$ cat src/hdl/fmpf_pkg.sv
`default_nettype none
package fmpf_pkg;

  localparam int VAL_W  = 16;  // Q2.14 bin value
  localparam int X_W    = 32;  // Q16.16 position
  localparam int DX_W   = 33;
  localparam int DG_W   = 17;
  localparam int P_W    = 50;  // dx * dg
  localparam int D_W    = 51;  // denominator
  localparam int SQ_W   = 66;  // dx * dx
  localparam int T_W    = 83;  // dx * dx * dg
  localparam int N_W    = 84;  // numerator
  localparam int NMAG_W = 83;
  localparam int DMAG_W = 51;
  localparam int DIV_W  = 86;  // 2*|D| aligned to the top quotient bit
  localparam int Q_W    = 35;  // quotient bits kept, top one flags overflow
  localparam int CNT_W  = 6;
  localparam int DIFF_W = 37;

  localparam logic [CNT_W-1:0] DIV_FIRST_CNT = CNT_W'(Q_W - 1);
  localparam logic [X_W-1:0]   POS_MAX = 32'h7fff_ffff;
  localparam logic [X_W-1:0]   POS_MIN = 32'h8000_0000;

  typedef enum logic [1:0] {
    STATUS_FOUND = 2'd0,
    STATUS_NONE  = 2'd1,
    STATUS_DEGEN = 2'd2
  } status_t;

  typedef enum logic {
    REG_MIN_CEILING = 1'b0,
    REG_CLAMP_LIMIT = 1'b1
  } reg_idx_t;

  typedef struct packed {
    logic accept;
    logic eval;
    logic mul1;
    logic mul2;
    logic nsub;
    logic prep;
    logic div_step;
    logic fin;
    logic load_out;
  } fmpf_cmd_t;

  typedef struct packed {
    logic hit;
    logic none;
    logic dzero;
    logic div_last;
    logic out_room;
  } fmpf_stat_t;

endpackage
`default_nettype wire

$ cat src/hdl/fmpf_ctrl.sv
`default_nettype none
module fmpf_ctrl
  import fmpf_pkg::*;
(
  input  wire logic       clk,
  input  wire logic       rst_n,
  input  wire logic       in_valid,
  output logic            in_ready,
  input  wire fmpf_stat_t st,
  output fmpf_cmd_t       cmd
);

  typedef enum logic [8:0] {
    S_IDLE = 9'b000000001,
    S_EVAL = 9'b000000010,
    S_MUL1 = 9'b000000100,
    S_MUL2 = 9'b000001000,
    S_NSUB = 9'b000010000,
    S_PREP = 9'b000100000,
    S_DIV  = 9'b001000000,
    S_FIN  = 9'b010000000,
    S_PUSH = 9'b100000000
  } state_t;

  state_t state_r, state_nxt;

  always_ff @(posedge clk) begin
    if (!rst_n) begin
      state_r <= S_IDLE;
    end else begin
      state_r <= state_nxt;
    end
  end

  always_comb begin
    state_nxt = state_r;
    unique case (state_r)
      S_IDLE: begin
        if (in_valid) state_nxt = S_EVAL;
      end
      S_EVAL: begin
        if (st.hit)       state_nxt = S_MUL1;
        else if (st.none) state_nxt = S_PUSH;
        else              state_nxt = S_IDLE;
      end
      S_MUL1: state_nxt = S_MUL2;
      S_MUL2: state_nxt = S_NSUB;
      S_NSUB: state_nxt = S_PREP;
      S_PREP: begin
        if (st.dzero) state_nxt = S_FIN;
        else          state_nxt = S_DIV;
      end
      S_DIV: begin
        if (st.div_last) state_nxt = S_FIN;
      end
      S_FIN: state_nxt = S_PUSH;
      S_PUSH: begin
        if (st.out_room) state_nxt = S_IDLE;
      end
      default: state_nxt = S_IDLE;
    endcase
  end

  assign in_ready     = (state_r == S_IDLE);
  assign cmd.accept   = in_ready && in_valid;
  assign cmd.eval     = (state_r == S_EVAL);
  assign cmd.mul1     = (state_r == S_MUL1);
  assign cmd.mul2     = (state_r == S_MUL2);
  assign cmd.nsub     = (state_r == S_NSUB);
  assign cmd.prep     = (state_r == S_PREP);
  assign cmd.div_step = (state_r == S_DIV);
  assign cmd.fin      = (state_r == S_FIN);
  assign cmd.load_out = (state_r == S_PUSH) && st.out_room;

endmodule
`default_nettype wire

$ cat config.mk
export PLATFORM = sky130hd
export DESIGN_NAME = fmpf_ctrl
export DESIGN_NICKNAME = d
export VERILOG_FILES = /design/src/hdl/fmpf_pkg.sv /design/src/hdl/fmpf_ctrl.sv
export SDC_FILE = /design/constraint.sdc
export NUM_CORES = 1
export LEC_CHECK = 0
export ABC_AREA = 1
export BUFFER_PORTS_ARGS = -buffer_cell sky130_fd_sc_hd__buf_4
export CAP_MARGIN = 15
export CELL_PAD_IN_SITES_DETAIL_PLACEMENT = 1
export CELL_PAD_IN_SITES_GLOBAL_PLACEMENT = 2
export CORE_ASPECT_RATIO = 0.7
export CORE_UTILIZATION = 31
export CTS_BUF_LIST = sky130_fd_sc_hd__clkbuf_8
export CTS_CLUSTER_DIAMETER = 150
export CTS_CLUSTER_SIZE = 16
export DETAILED_ROUTE_END_ITERATION = 10
export GPL_ROUTABILITY_DRIVEN = 0
export GPL_TIMING_DRIVEN = 0
export PLACE_DENSITY_LB_ADDON = 0.25
export SETUP_SLACK_MARGIN = 0.15
export SLEW_MARGIN = 10
export SYNTH_ARGS = -nofsm -noshare
export SYNTH_HDL_FRONTEND = slang
export SYNTH_SLANG_ARGS = --single-unit
$ cat constraint.sdc
create_clock -name clk -period 2.1 [get_ports clk]
set_input_delay 0.105 -clock clk [delete_from_list [all_inputs] [get_ports clk]]
set_output_delay 0.105 -clock clk [all_outputs]
set_load 0.03 [all_outputs]
==> flow_summary.ini <==
[status]
status = finished, final reports clean

[critical_path]
startpoint_type = flop
reg2reg_depth = 10
timing.critical_path.cells = inv_2 > nand2_2 > nor2_2 > nand3_2 > inv_1 > buf_4
timing.rr.end = state_r[0]
worstPathMaxFanout = 4
r2r_slack_ns = 0.84
critPathBufInv = 3
cp.arrival_ns = 1.29
r2r-start = state_r[0]
required_ns = 2.00
cp_slowest_cell = dfxtp_1
cpLargestDelayFamily = simple AND/OR/NAND/NOR gates
cpPeakStageDelay_ns = 0.33
crit_type = flop to primary output
cp-end-kind = primary output

[timing]
worst_pin_slew_ns = 0.344
finalHoldViolCount = 0
max_freq_ghz = 0.717
fin_crit_sh_pct = 66.4
slew_violations = 0
finClkSkew_ns = 0.00428
slew-limit-headroom_pct = 77.0
setup_violations = 0
period_minus_slack_ns = 1.40
rsz0062_at_grt = false
holdWs_ns = 0.108
fin_setup_tns_ns = 0

[synthesis]
yosysSeqAreaShare_pct = 25.4
ys_ff_latch = 9
synth_nets = 107
ys.warnings.count = 0
synth_top_area_cell = dfxtp_1
syn_inst = 99
synth_top_area_share_pct = 25.4
syn_area_um2 = 709
synth.area.top_cells = dfxtp_1, inv_1, nor2_1, nand2_1, nand3_2
synth_cell_types = 21
syn_area_per_cell_um2 = 7.17

[cells_and_area]
largest_reg_flops = 9
nNetsFinal = 129
top_regs = state_r: 9 flops
areaGrowthSynthToFinish_pct = 30.0
top_register = state_r
num-fill-cells = 292
diodes = 0
layout-drive-gt1-share_pct = 46.7
stdcell_count = 152

[clocking]
root_buffer = clkbuf_8
htreeDepth = 1
numCtsBuffers = 3
ctsResizeCount = 0
cts_tree = done
numClockSinks = 9
clock_path_buffers = 2
cts_hold_buf = 0
clk_latency_ns = 0.24
path_clk_slew_ns = 0.05
post_cts_buffers = 0

[route]
route.detailed.drc = 0
detail-route-antenna-nets = 0
route.detailed.vias_per_inst = 4.20
via_count = 638
wl_per_cell_um = 11.4
wl_um = 1730
drtIter0Drc = 11
firstDrtPassIters = 3

[global_route]
grt_pass1_vias = 640
grt_util_all_layers_pct = 16.7
grtUsageMet1_pct = 21.0
grt_max_degree = 8
gr-max-usage-layer = met2
overflow = 0
use_met3_pct = 4.63
grtUsageMet2_pct = 27.5
grt_antenna_before_repair = 0
grt_first_pass_wirelength_um = 2980

[min_path]
holdPathEnd = state_r[8]
worstHoldStart = rst_n
hold_path_class = primary input to flop
whs_path_depth = 3

[floorplanning]
core_um2 = 2150
die_w_um = 59.2
dieArea_um2 = 2490
ios = 18
dieHeight_um = 42.0
fp-row-count = 14
start_util_pct = 32.9

[placed_design]
io_buffers = 17
dp.cells = 148
hpwl_um = 1460

[power_and_ir_drop]
p_per_area_nw_per_um2 = 635
ir_drop_mv = 0.232
finalPower_uw = 586
power.leakage_nw = 0.547

[job]
cap_violations = 0
[metrics by stage]
| stage | worst slack, ns | cell area [µm²] | util, % |
|---|---|---|---|
| after floorplan | 0.878 | 709 | - |
| after global placement | 0.843 | 877 | 40.7 |
| after detailed placement | 0.804 | 877 | 40.7 |
| after CTS | 0.676 | 922 | 42.8 |
| after global routing | 0.613 | 922 | 42.8 |
| final | 0.705 | 922 | 42.8 |
[per-layer routing]
metal,routed length [µm],part of all wire (%)
met2,832,48
met3,72,4.2
met1,806,46
met5,0,0
met4,23,1.3
[worst max-delay path by stage]
| stage | slack [ns] | from | endpoint | cells after the start |
|---|---|---|---|---|
| after global placement | 0.84 | state_r[5] | state_r[2] | 7 |
| after global routing | 0.61 | state_r[0] | cmd[5] | 6 |
| after detailed placement | 0.80 | state_r[0] | state_r[0] | 10 |
| after CTS | 0.68 | state_r[0] | cmd[3] | 6 |
| final | 0.70 | state_r[0] | cmd[3] | 6 |
| after floorplan | 0.88 | state_r[5] | cmd[8] | 5 |
[placed cells by master (no fill, tap or decap), types with 2 or more instances in the layout]
cell	count
inv_1	18
buf_4	17
nor2_1	16
nand2_1	14
dfxtp_1	9
inv_2	8
nand3_2	5
nor3_2	5
nand2_4	3
nand2_2	3
nor2_2	3
nor2_4	3
nand3_1	3
clkbuf_8	3
clkinv_2	2
[tightest hold or removal path: cells and delay by family]
family	cells	cell delay, ns
simple gates	1	0.05
buf+inv	2	0.15
[logic make-up (layout without fill, tap and decap cells)]
group / Yosys count / count (layout) / synth area share, %
simple gates: 60 / 60 / 57.8
buf+inv: 27 / 48 / 14.6
flops: 9 / 9 / 25.4
compound gates: 3 / 3 / 2.11
[where the power goes]
| part | internal [mW] | leakage (nW) | total (mW) | switching (mW) |
|---|---|---|---|---|
| clock network | 0.128 | 0.0269 | 0.203 | 0.0753 |
| registers | 0.180 | 0.0730 | 0.189 | 0.00901 |
| logic | 0.0722 | 0.447 | 0.193 | 0.121 |
[final cells by class]
type,instances,area (µm²),area share (%)
repair buffers,17,128,13.8
flip-flops and latches,9,180,19.5
multi-input cells,63,425,46.1
inverters,27,104,11.3
well taps,32,40.0,4.34
clock inverters,1,3.75,0.407
clock buffers,3,41.3,4.48
[Yosys cell counts]
master    number
inv_1         17
nor2_1        16
nand2_1       14
dfxtp_1        9
inv_2          8
nand3_2        5
nor3_2         5
nand2_2        3
nand2_4        3
nand3_1        3
nor2_2         3
nor2_4         3
clkinv_2       2
a21oi_1        1
nand3_4        1
nand3b_4       1
nand4_2        1
nor2_8         1
nor3b_1        1
o21ai_0        1
o21ai_1        1
Power figures use the tool's default switching activity.
